### src/hdl/vfd_pkg.sv
// ----------------------------------------------------------------------------
// vfd_pkg
// Shared types and constants for the varint frame deframer: status codes,
// field widths and the result record handed to the output buffer.
// ----------------------------------------------------------------------------
`default_nettype none

package vfd_pkg;

  localparam int unsigned MaxFrameBytesDef = 2048;
  localparam int unsigned MaxDigits        = 5;
  localparam int unsigned LenW             = 35;
  localparam int unsigned IdW              = 17;
  localparam int unsigned MsgIdW           = 16;
  localparam int unsigned PlenW            = 11;
  localparam int unsigned DigitW           = 7;

  typedef enum logic [2:0] {
    ST_OK           = 3'd0,
    ST_TOO_SMALL    = 3'd1,
    ST_LEN_TRUNC    = 3'd2,
    ST_LEN_MISMATCH = 3'd3,
    ST_ID_TRUNC     = 3'd4,
    ST_OVERLONG     = 3'd5
  } status_e;

  typedef struct packed {
    logic               payload_valid;
    logic [7:0]         payload_byte;
    logic               done;
    status_e            status;
    logic [MsgIdW-1:0]  msg_id;
    logic [PlenW-1:0]   payload_length;
  } result_t;

endpackage

`default_nettype wire

### src/hdl/vfd_parser.sv
// ----------------------------------------------------------------------------
// vfd_parser
// Per-byte frame state: length and identifier varint accumulation, byte
// count, and the summary computed on the frame's last byte.
// ----------------------------------------------------------------------------
`default_nettype none

module vfd_parser import vfd_pkg::*; #(
  parameter int unsigned MAX_FRAME_BYTES = MaxFrameBytesDef
) (
  input  wire logic       clk_i,
  input  wire logic       rst_ni,
  input  wire logic       accept_i,
  input  wire logic [7:0] in_byte_i,
  input  wire logic       last_byte_i,
  output result_t         res_o,
  output logic            res_push_o
);

  localparam int unsigned CntW = $clog2(MAX_FRAME_BYTES + 2);
  localparam int unsigned PW   = (CntW > PlenW) ? CntW : PlenW;
  localparam int unsigned SumW = LenW + 1;

  typedef enum logic [1:0] {
    PH_LEN,
    PH_ID,
    PH_DATA,
    PH_SKIP
  } phase_e;

  phase_e            phase_q, phase_d;
  logic [CntW-1:0]   cnt_q, cnt_d;
  logic [2:0]        dc_q, dc_d;
  logic [2:0]        hb_q, hb_d;
  logic [LenW-1:0]   len_q, len_d;
  logic [IdW-1:0]    id_q, id_d;
  logic              ovl_q, ovl_d;

  logic [5:0]        shamt;
  logic [LenW-1:0]   digit;
  logic              pv;
  status_e           status;
  logic [SumW-1:0]   len_sum;
  logic [PW-1:0]     plen_full;

  assign shamt = 6'd7 * {3'b000, dc_q};
  assign digit = LenW'(in_byte_i[DigitW-1:0]) << shamt;

  always_comb begin
    phase_d = phase_q;
    cnt_d   = (cnt_q <= CntW'(MAX_FRAME_BYTES)) ? cnt_q + CntW'(1) : cnt_q;
    dc_d    = dc_q;
    hb_d    = hb_q;
    len_d   = len_q;
    id_d    = id_q;
    ovl_d   = ovl_q;
    pv      = 1'b0;
    unique case (phase_q)
      PH_LEN, PH_ID: begin
        if (dc_q >= 3'(MaxDigits)) begin
          ovl_d   = 1'b1;
          phase_d = PH_SKIP;
        end else begin
          if (phase_q == PH_LEN) begin
            len_d = len_q | digit;
          end else begin
            id_d = id_q | IdW'(digit);
          end
          dc_d = dc_q + 3'd1;
          if (!in_byte_i[7]) begin
            if (phase_q == PH_LEN) begin
              hb_d    = dc_q + 3'd1;
              dc_d    = 3'd0;
              phase_d = PH_ID;
            end else begin
              phase_d = PH_DATA;
            end
          end
        end
      end
      PH_DATA: begin
        pv = 1'b1;
      end
      PH_SKIP: begin
      end
      default: begin
      end
    endcase
  end

  // summary for the last byte, from the updated state
  assign len_sum   = {1'b0, len_d} + SumW'(hb_d);
  assign plen_full = PW'(cnt_d) - PW'(hb_d) - PW'(dc_d);

  always_comb begin
    priority if (cnt_d < CntW'(2)) begin
      status = ST_TOO_SMALL;
    end else if (hb_d == 3'd0) begin
      status = ovl_d ? ST_OVERLONG : ST_LEN_TRUNC;
    end else if ((len_d == '0) || (cnt_d > CntW'(MAX_FRAME_BYTES)) ||
                 (len_sum != SumW'(cnt_d))) begin
      status = ST_LEN_MISMATCH;
    end else if (phase_d == PH_ID) begin
      status = ST_ID_TRUNC;
    end else if (phase_d == PH_SKIP) begin
      status = ST_OVERLONG;
    end else begin
      status = ST_OK;
    end
  end

  always_comb begin
    res_o.payload_valid  = pv;
    res_o.payload_byte   = pv ? in_byte_i : 8'd0;
    res_o.done           = last_byte_i;
    res_o.status         = last_byte_i ? status : ST_OK;
    res_o.msg_id         = (last_byte_i && status == ST_OK) ? id_d[MsgIdW:1] : '0;
    res_o.payload_length = (last_byte_i && status == ST_OK) ? plen_full[PlenW-1:0] : '0;
  end

  assign res_push_o = accept_i && (pv || last_byte_i);

  always_ff @(posedge clk_i or negedge rst_ni) begin
    if (!rst_ni) begin
      phase_q <= PH_LEN;
      cnt_q   <= '0;
      dc_q    <= '0;
      hb_q    <= '0;
      len_q   <= '0;
      id_q    <= '0;
      ovl_q   <= 1'b0;
    end else if (accept_i) begin
      if (last_byte_i) begin
        phase_q <= PH_LEN;
        cnt_q   <= '0;
        dc_q    <= '0;
        hb_q    <= '0;
        len_q   <= '0;
        id_q    <= '0;
        ovl_q   <= 1'b0;
      end else begin
        phase_q <= phase_d;
        cnt_q   <= cnt_d;
        dc_q    <= dc_d;
        hb_q    <= hb_d;
        len_q   <= len_d;
        id_q    <= id_d;
        ovl_q   <= ovl_d;
      end
    end
  end

endmodule

`default_nettype wire

### src/hdl/vfd_out_buf.sv
// ----------------------------------------------------------------------------
// vfd_out_buf
// Two-entry output buffer: a result register plus a skid register, so a new
// request is taken while a finished result waits downstream.
// ----------------------------------------------------------------------------
`default_nettype none

module vfd_out_buf import vfd_pkg::*; (
  input  wire logic    clk_i,
  input  wire logic    rst_ni,
  input  wire logic    push_i,
  input  wire result_t data_i,
  output logic         ready_o,
  output logic         valid_o,
  input  wire logic    ready_i,
  output result_t      data_o
);

  logic    main_v_q;
  logic    skid_v_q;
  result_t main_q;
  result_t skid_q;
  logic    pop;

  assign ready_o = !skid_v_q;
  assign valid_o = main_v_q;
  assign data_o  = main_q;
  assign pop     = main_v_q && ready_i;

  always_ff @(posedge clk_i or negedge rst_ni) begin
    if (!rst_ni) begin
      main_v_q <= 1'b0;
      skid_v_q <= 1'b0;
    end else if (pop) begin
      if (skid_v_q) begin
        skid_v_q <= 1'b0;
      end else begin
        main_v_q <= push_i;
      end
    end else if (push_i) begin
      if (main_v_q) begin
        skid_v_q <= 1'b1;
      end else begin
        main_v_q <= 1'b1;
      end
    end
  end

  always_ff @(posedge clk_i) begin
    if (pop) begin
      if (skid_v_q) begin
        main_q <= skid_q;
      end else if (push_i) begin
        main_q <= data_i;
      end
    end else if (push_i) begin
      if (main_v_q) begin
        skid_q <= data_i;
      end else begin
        main_q <= data_i;
      end
    end
  end

endmodule

`default_nettype wire

### src/hdl/varint_frame_deframer_unit.sv
// each result is registered in the output buffer before it is presented
// throughput: one byte per cycle; input stalls only when two results are held
// the parser state update is combinational logic; a two-entry output
// buffer decouples the request side from the result side
// reset clears the frame state and empties the output buffer; frame state
// also returns to its reset value after each last byte
// ----------------------------------------------------------------------------
// varint_frame_deframer_unit
// Parses a varint length, a varint identifier and streams payload bytes of
// one frame, giving a status summary on the frame's last byte.
// ----------------------------------------------------------------------------
`default_nettype none

module varint_frame_deframer_unit import vfd_pkg::*; #(
  parameter int unsigned MAX_FRAME_BYTES = MaxFrameBytesDef
) (
  input  wire logic              clk_i,
  input  wire logic              rst_ni,
  input  wire logic              in_valid_i,
  output logic                   in_ready_o,
  input  wire logic [7:0]        in_byte_i,
  input  wire logic              last_byte_i,
  output logic                   out_valid_o,
  input  wire logic              out_ready_i,
  output logic                   payload_valid_o,
  output logic [7:0]             payload_byte_o,
  output logic                   done_res_o,
  output logic [2:0]             status_o,
  output logic [MsgIdW-1:0]      msg_id_o,
  output logic [PlenW-1:0]       payload_length_o
);

  logic    accept;
  logic    res_push;
  result_t res;
  result_t out_res;

  assign accept = in_valid_i && in_ready_o;

  vfd_parser #(
    .MAX_FRAME_BYTES(MAX_FRAME_BYTES)
  ) u_parser (
    .clk_i      (clk_i),
    .rst_ni     (rst_ni),
    .accept_i   (accept),
    .in_byte_i  (in_byte_i),
    .last_byte_i(last_byte_i),
    .res_o      (res),
    .res_push_o (res_push)
  );

  vfd_out_buf u_out_buf (
    .clk_i  (clk_i),
    .rst_ni (rst_ni),
    .push_i (res_push),
    .data_i (res),
    .ready_o(in_ready_o),
    .valid_o(out_valid_o),
    .ready_i(out_ready_i),
    .data_o (out_res)
  );

  assign payload_valid_o  = out_res.payload_valid;
  assign payload_byte_o   = out_res.payload_byte;
  assign done_res_o       = out_res.done;
  assign status_o         = out_res.status;
  assign msg_id_o         = out_res.msg_id;
  assign payload_length_o = out_res.payload_length;

  // every delivered result is either a payload byte or a frame summary
  a_no_empty_result: assert property (@(posedge clk_i) disable iff (!rst_ni)
    out_valid_o |-> (payload_valid_o || done_res_o))
    else $error("empty result delivered");

  // failed frames report no identifier or length
  a_err_fields_zero: assert property (@(posedge clk_i) disable iff (!rst_ni)
    (out_valid_o && done_res_o && status_o != ST_OK) |->
      (msg_id_o == '0 && payload_length_o == '0))
    else $error("fields set on failed frame");

  // status only on the summary
  a_status_on_done: assert property (@(posedge clk_i) disable iff (!rst_ni)
    (out_valid_o && !done_res_o) |-> (status_o == ST_OK))
    else $error("status without done");

  // skid only fills when the result register is held
  a_skid_implies_main: assert property (@(posedge clk_i) disable iff (!rst_ni)
    !in_ready_o |-> out_valid_o)
    else $error("skid full with empty output");

  a_byte_zero: assert property (@(posedge clk_i) disable iff (!rst_ni)
    (out_valid_o && !payload_valid_o) |-> (payload_byte_o == 8'd0))
    else $error("payload byte set without payload valid");

endmodule

`default_nettype wire

### config.mk
export PLATFORM = sky130hd
export DESIGN_NAME = varint_frame_deframer_unit
export DESIGN_NICKNAME = d
export VERILOG_FILES = /design/src/hdl/vfd_pkg.sv /design/src/hdl/vfd_parser.sv /design/src/hdl/vfd_out_buf.sv /design/src/hdl/varint_frame_deframer_unit.sv
export SDC_FILE = /design/constraint.sdc
export NUM_CORES = 1
export LEC_CHECK = 0
export BUFFER_PORTS_ARGS = -buffer_cell sky130_fd_sc_hd__buf_2
export CAP_MARGIN = 15
export CORE_MARGIN = 1.5
export CORE_UTILIZATION = 57
export CTS_BUF_LIST = sky130_fd_sc_hd__clkbuf_8
export DETAILED_ROUTE_END_ITERATION = 10
export GPL_ROUTABILITY_DRIVEN = 0
export PLACE_DENSITY = 0.75
export SLEW_MARGIN = 10
export SYNTH_ARGS = -nofsm -noshare
export SYNTH_HDL_FRONTEND = slang
export SYNTH_SLANG_ARGS = --single-unit
### constraint.sdc
create_clock -name clk_i -period 4.53 [get_ports clk_i]
set_input_delay 0.6795 -clock clk_i [delete_from_list [all_inputs] [get_ports clk_i]]
set_output_delay 0.6795 -clock clk_i [all_outputs]
set_load 0.02 [all_outputs]
==> results summary <==
The repair_antennas step left the layout with diodes totalling 0. Once detail routing completed, the nets flagged for antenna violations numbered 0. In this run the critical register-to-register path is captured at u_out_buf.data_o[3].

The clock transition at the registers of the reported paths came out at 0.11 ns. The overall power of the completed layout came out at 6.50 mW. The cell row count came out at 45.

The maximum count of clock buffers along a single path is 2. Counting flops with a built-in enable in the synthesized netlist gives 80. The first global-routing pass estimated 37,700 um of wire. Of the cells placed in the final design, the portion with a size suffix greater than 1 is about 18%. The final critical-path share of the clock period came out at 93.8%.

The number of placed instances with taps included is 1,169. The cell type with the largest total area after synthesis is sky130_fd_sc_hd__edfxtp_1. The analysis attributes to net switching a power of between 2 and 3 mW. The combinational power share came out at between 50% and 60%. The synthesized netlist occupies a cell area of between 8000 and 9000 um2. The HPWL after detailed placement is between 15,000 and 20,000 um. The number of endpoints with negative hold slack in the final report came out at 0. After detailed routing, the number of vias per cell comes to 6.45. The worst path buffer plus inverter count is 3. The part of the power in the clock network came out at between 10% and 20%.

The flow ran to the end, and the final reports show no timing, DRC or antenna violations. TritonCTS built the clock tree. Synthesis produced a netlist whose cell count is 934. Summing all multi-input logic gate instances after layout gives approximately 4300 um2. Entering global routing, the biggest net connects between 70 and 80 pins. In this run the cell area measured after placement is 9540 um2. Detailed routing inserted a total of around 7,800 vias. Grouping stages by cell kind, the critical path spends the most delay in compound AO/OA/AOI/OAI gates. Setup slack on the worst reg-to-reg path comes out at between 0.2 and 0.3 ns.

The number of antenna violations at the first check in global routing was 0. The longest individual stage delay on the worst path is 0.48 ns. The number of cells on the worst reg-to-reg path is 17. The first routing iteration left 785 violations.

The count of placed standard cells in the final layout, fillers left out is 1,202. The initial core utilization is ~58%. The buffer cell driving the clock tree root is sky130_fd_sc_hd__clkbuf_8. The cell leakage power is between 3 and 4 nW. The die covers 16,300 um2. The wire length reported by the detailed router came out at approximately 23,000 um. The number of register bits inferred by synthesis is ~150. The count of cell types in the netlist is 71. The clock insertion delay at the later pin of the skew report came out at 0.48 ns. The overall track demand over capacity in global routing is between 20% and 30%. In this run switching power makes up 45.4% of total power. The total internal power came out at 3.55 mW. Among all cell types in the netlist, the one instantiated most often is sky130_fd_sc_hd__nor2_1. Of the post-synthesis cell area, the dominant cell type holds a little over a quarter.

The area occupied by registers is around 4300 um2. The post-detailed-route wirelength per cell is 19.5 um. The clock skew after layout came out at roughly 0.025 ns. The number of CTS-inserted buffers is 17. The cell area after layout is ~10,000 um2. The final net count is about 1,000. The number of H-tree levels is 4. The iteration count of the initial detailed-routing pass came out at 6.

For this run, design rule violations remaining after detail routing come to 0. Measured along the y axis, the die boundary spans around 130 um. Subtracting the final worst setup slack from the clock period gives 4.25 ns. The tightest slew margin relative to the limit came out at between 30 and 40%. The via count of the first global-routing pass is just over 7,000. The die is roughly 130 um wide.

The total count of max-transition violations in the final report came to 0. The synthesized netlist net count is a little under 1,000. After synthesis, the most frequently instantiated cells are 115 x sky130_fd_sc_hd__nor2_1, 90 x sky130_fd_sc_hd__nand2_1, 80 x sky130_fd_sc_hd__edfxtp_1. At the worst endpoint, the arrival time is ~4.6 ns. The worst setup path is of the reg -> reg kind. The count of clock tree sinks is approximately 150.

The count of filler cells inserted in the layout came out at 1,233. The maximum fanout along the worst path came out at 27. The largest individual stage delay along the critical path comes from the cell sky130_fd_sc_hd__dfrtp_2. A synthesized cell averages between 9 and 10 um2.

Compared with the post-synthesis result, the final layout area differs by 13.2%. The kind of path behind the tightest hold check is in -> async. The remaining global-route overflow is 0.

In this run the critical register-to-register path is launched from u_parser.dc_q[0]. During synthesis, Yosys emitted a total of 0 warnings. The worst path required time came out at 4.84 ns.

Based on the critical path, the design can be clocked at up to between 200 and 250 MHz. VDD sags by at most 0.334 mV. Input and output buffers added on the ports amount to 54. For this design, the CTS-stage hold fixing added 0 buffers. The sequential group share of total power came out at about 31%.

The share of flip-flops with an asynchronous set or reset came out at 48.1%. The type of destination of the critical path is a flip-flop. The power density over the cells is roughly 650 nW/um2. The signal on the critical path passes through ha_1, o21ai_2, nand2_1, o21ai_2, ha_1, inv_1, fa_1, a31oi_2, o211ai_1, buf_4, nor4_4, o211ai_1, a211o_1, nor3_4, nand4_4, buf_8, o21ai_0. For the pin with the worst max-slew slack, the measured transition is between 0.9 and 1 ns. The number of max-cap violations came out at 0. By area the synthesized netlist is led by sky130_fd_sc_hd__edfxtp_1 27%, sky130_fd_sc_hd__dfrtp_1 21%, sky130_fd_sc_hd__nor2_1 4.9%.

The most instantiated flip-flop cell in the synthesis netlist is sky130_fd_sc_hd__edfxtp_1. The number of I/O pins is 55. Setup violations remaining at the end of the flow were counted as 0. The proportion of synthesized chip area in sequential cells is between 40% and 50%. STA classifies the critical path startpoint as a flip-flop. The area of the placeable core is 15,200 um2.
## state kept, by name, summed over array words and instances, names as in the netlist
name	count
u_out_buf.data_o	40
u_out_buf.skid_q	40
u_out_buf.skid_v_q	1
u_out_buf.valid_o	1
u_parser.cnt_q	12
u_parser.dc_q	3
u_parser.hb_q	3
u_parser.id_q	16
u_parser.len_q	35
u_parser.ovl_q	1
u_parser.phase_q	2
## final cells by class
class                      instances  share of cell area, %
timing repair buffer             109                   7.05
inverter                          21                  0.787
tap                              188                   2.35
clock buffer                      17                   2.34
clock inverter                    15                   1.79
sequential                       154                   42.5
multi-input combinational        698                   43.2
## metrics by stage
| stage | setup TNS (ns) | worst slack (ns) | hold slack (ns) | utilization [%] |
|---|---|---|---|---|
| 2_1_floorplan | 0 | 0.0692 | 0.384 | - |
| 3_3_place_gp | 0 | 0.193 | 0.474 | 62.7 |
| 3_5_place_dp | 0 | 0.0366 | 0.486 | 62.7 |
| 4_1_cts | 0 | 0.158 | 0.400 | 65.5 |
| 5_1_grt | -0.0641 | -0.0193 | 0.406 | 65.9 |
| 6_report | 0 | 0.280 | 0.355 | 65.9 |
## logic make-up (layout without fill, tap and decap cells)
logic type      Yosys count  after routing  synth area share [%]
buf+inv                  82            162                  3.66
fa+ha+maj                14             14                  2.24
compound gates          254            254                  17.3
simple gates            363            363                  21.6
mux                      23             23                  2.76
flops                   154            154                  48.1
xor+xnor                 44             44                  4.36
## worst register-to-register path: stages, from the launching register on
cell	delay, ns
sky130_fd_sc_hd__dfrtp_2	0.48
sky130_fd_sc_hd__ha_1	0.27
sky130_fd_sc_hd__o21ai_2	0.14
sky130_fd_sc_hd__nand2_1	0.14
sky130_fd_sc_hd__o21ai_2	0.18
sky130_fd_sc_hd__ha_1	0.22
sky130_fd_sc_hd__inv_1	0.07
sky130_fd_sc_hd__fa_1	0.41
sky130_fd_sc_hd__a31oi_2	0.21
sky130_fd_sc_hd__o211ai_1	0.13
sky130_fd_sc_hd__buf_4	0.20
sky130_fd_sc_hd__nor4_4	0.26
sky130_fd_sc_hd__o211ai_1	0.19
sky130_fd_sc_hd__a211o_1	0.37
sky130_fd_sc_hd__nor3_4	0.27
sky130_fd_sc_hd__nand4_4	0.13
sky130_fd_sc_hd__buf_8	0.23
sky130_fd_sc_hd__o21ai_0	0.18
## how the worst max path moves through the flow
| stage | from | endpoint | slack (ns) | cells past startpoint |
|---|---|---|---|---|
| floorplan | u_parser.dc_q[1] | u_out_buf.data_o[28] | 0.07 | 17 |
| global placement | in_byte_i[7] | u_out_buf.data_o[28] | 0.19 | 15 |
| detailed placement | in_byte_i[7] | u_out_buf.data_o[27] | 0.04 | 15 |
| CTS | u_parser.dc_q[0] | u_out_buf.data_o[27] | 0.16 | 16 |
| global route | u_parser.dc_q[0] | u_out_buf.data_o[8] | -0.02 | 17 |
| finish | u_parser.dc_q[0] | u_out_buf.data_o[3] | 0.28 | 17 |
## layout by cell type (no fill, tap or decap), types with 12 or more instances in the layout
cell                       synthesis  routed
sky130_fd_sc_hd__a21oi_1          75      75
sky130_fd_sc_hd__a31oi_1          54      52
sky130_fd_sc_hd__and2_1           22      22
sky130_fd_sc_hd__buf_2            10      53
sky130_fd_sc_hd__buf_4             1      54
sky130_fd_sc_hd__clkbuf_8          0      17
sky130_fd_sc_hd__dfrtp_1          74      73
sky130_fd_sc_hd__edfxtp_1         80      80
sky130_fd_sc_hd__inv_1            21      21
sky130_fd_sc_hd__mux2i_1          12      12
sky130_fd_sc_hd__nand2_1          90      90
sky130_fd_sc_hd__nand3_1          12      12
sky130_fd_sc_hd__nor2_1          115     115
sky130_fd_sc_hd__nor3_1           24      24
sky130_fd_sc_hd__nor4_1           26      25
sky130_fd_sc_hd__o21ai_0          41      39
sky130_fd_sc_hd__o21ai_1          23      22
sky130_fd_sc_hd__xnor2_1          33      33
## repair_timing
item,in CTS,in global routing
setup buffers,0,1
resized for setup,0,12
endpoints found under the setup margin,0,57
## metal layers
metal / part of all wire [%] / GRT usage (%) / routed length [um]
met1: 43 / 41.8 / 10100
met5: 0 / 0 / 0
met3: 8.6 / 6.49 / 2030
met2: 45 / 45.3 / 10600
met4: 3.4 / 11.9 / 809
## power by group through the flow
stage	logic (mW)	clock network [mW]	registers [mW]
final	3.43	1.05	2.02
after global routing	3.76	1.11	2.05
after CTS	3.32	1.06	2.01
after detailed placement	3.28	0	2.04
after global placement	3.24	0	2.03
after floorplan	2.19	0	2.15
No activity file was read; power rests on OpenSTA's default activity.
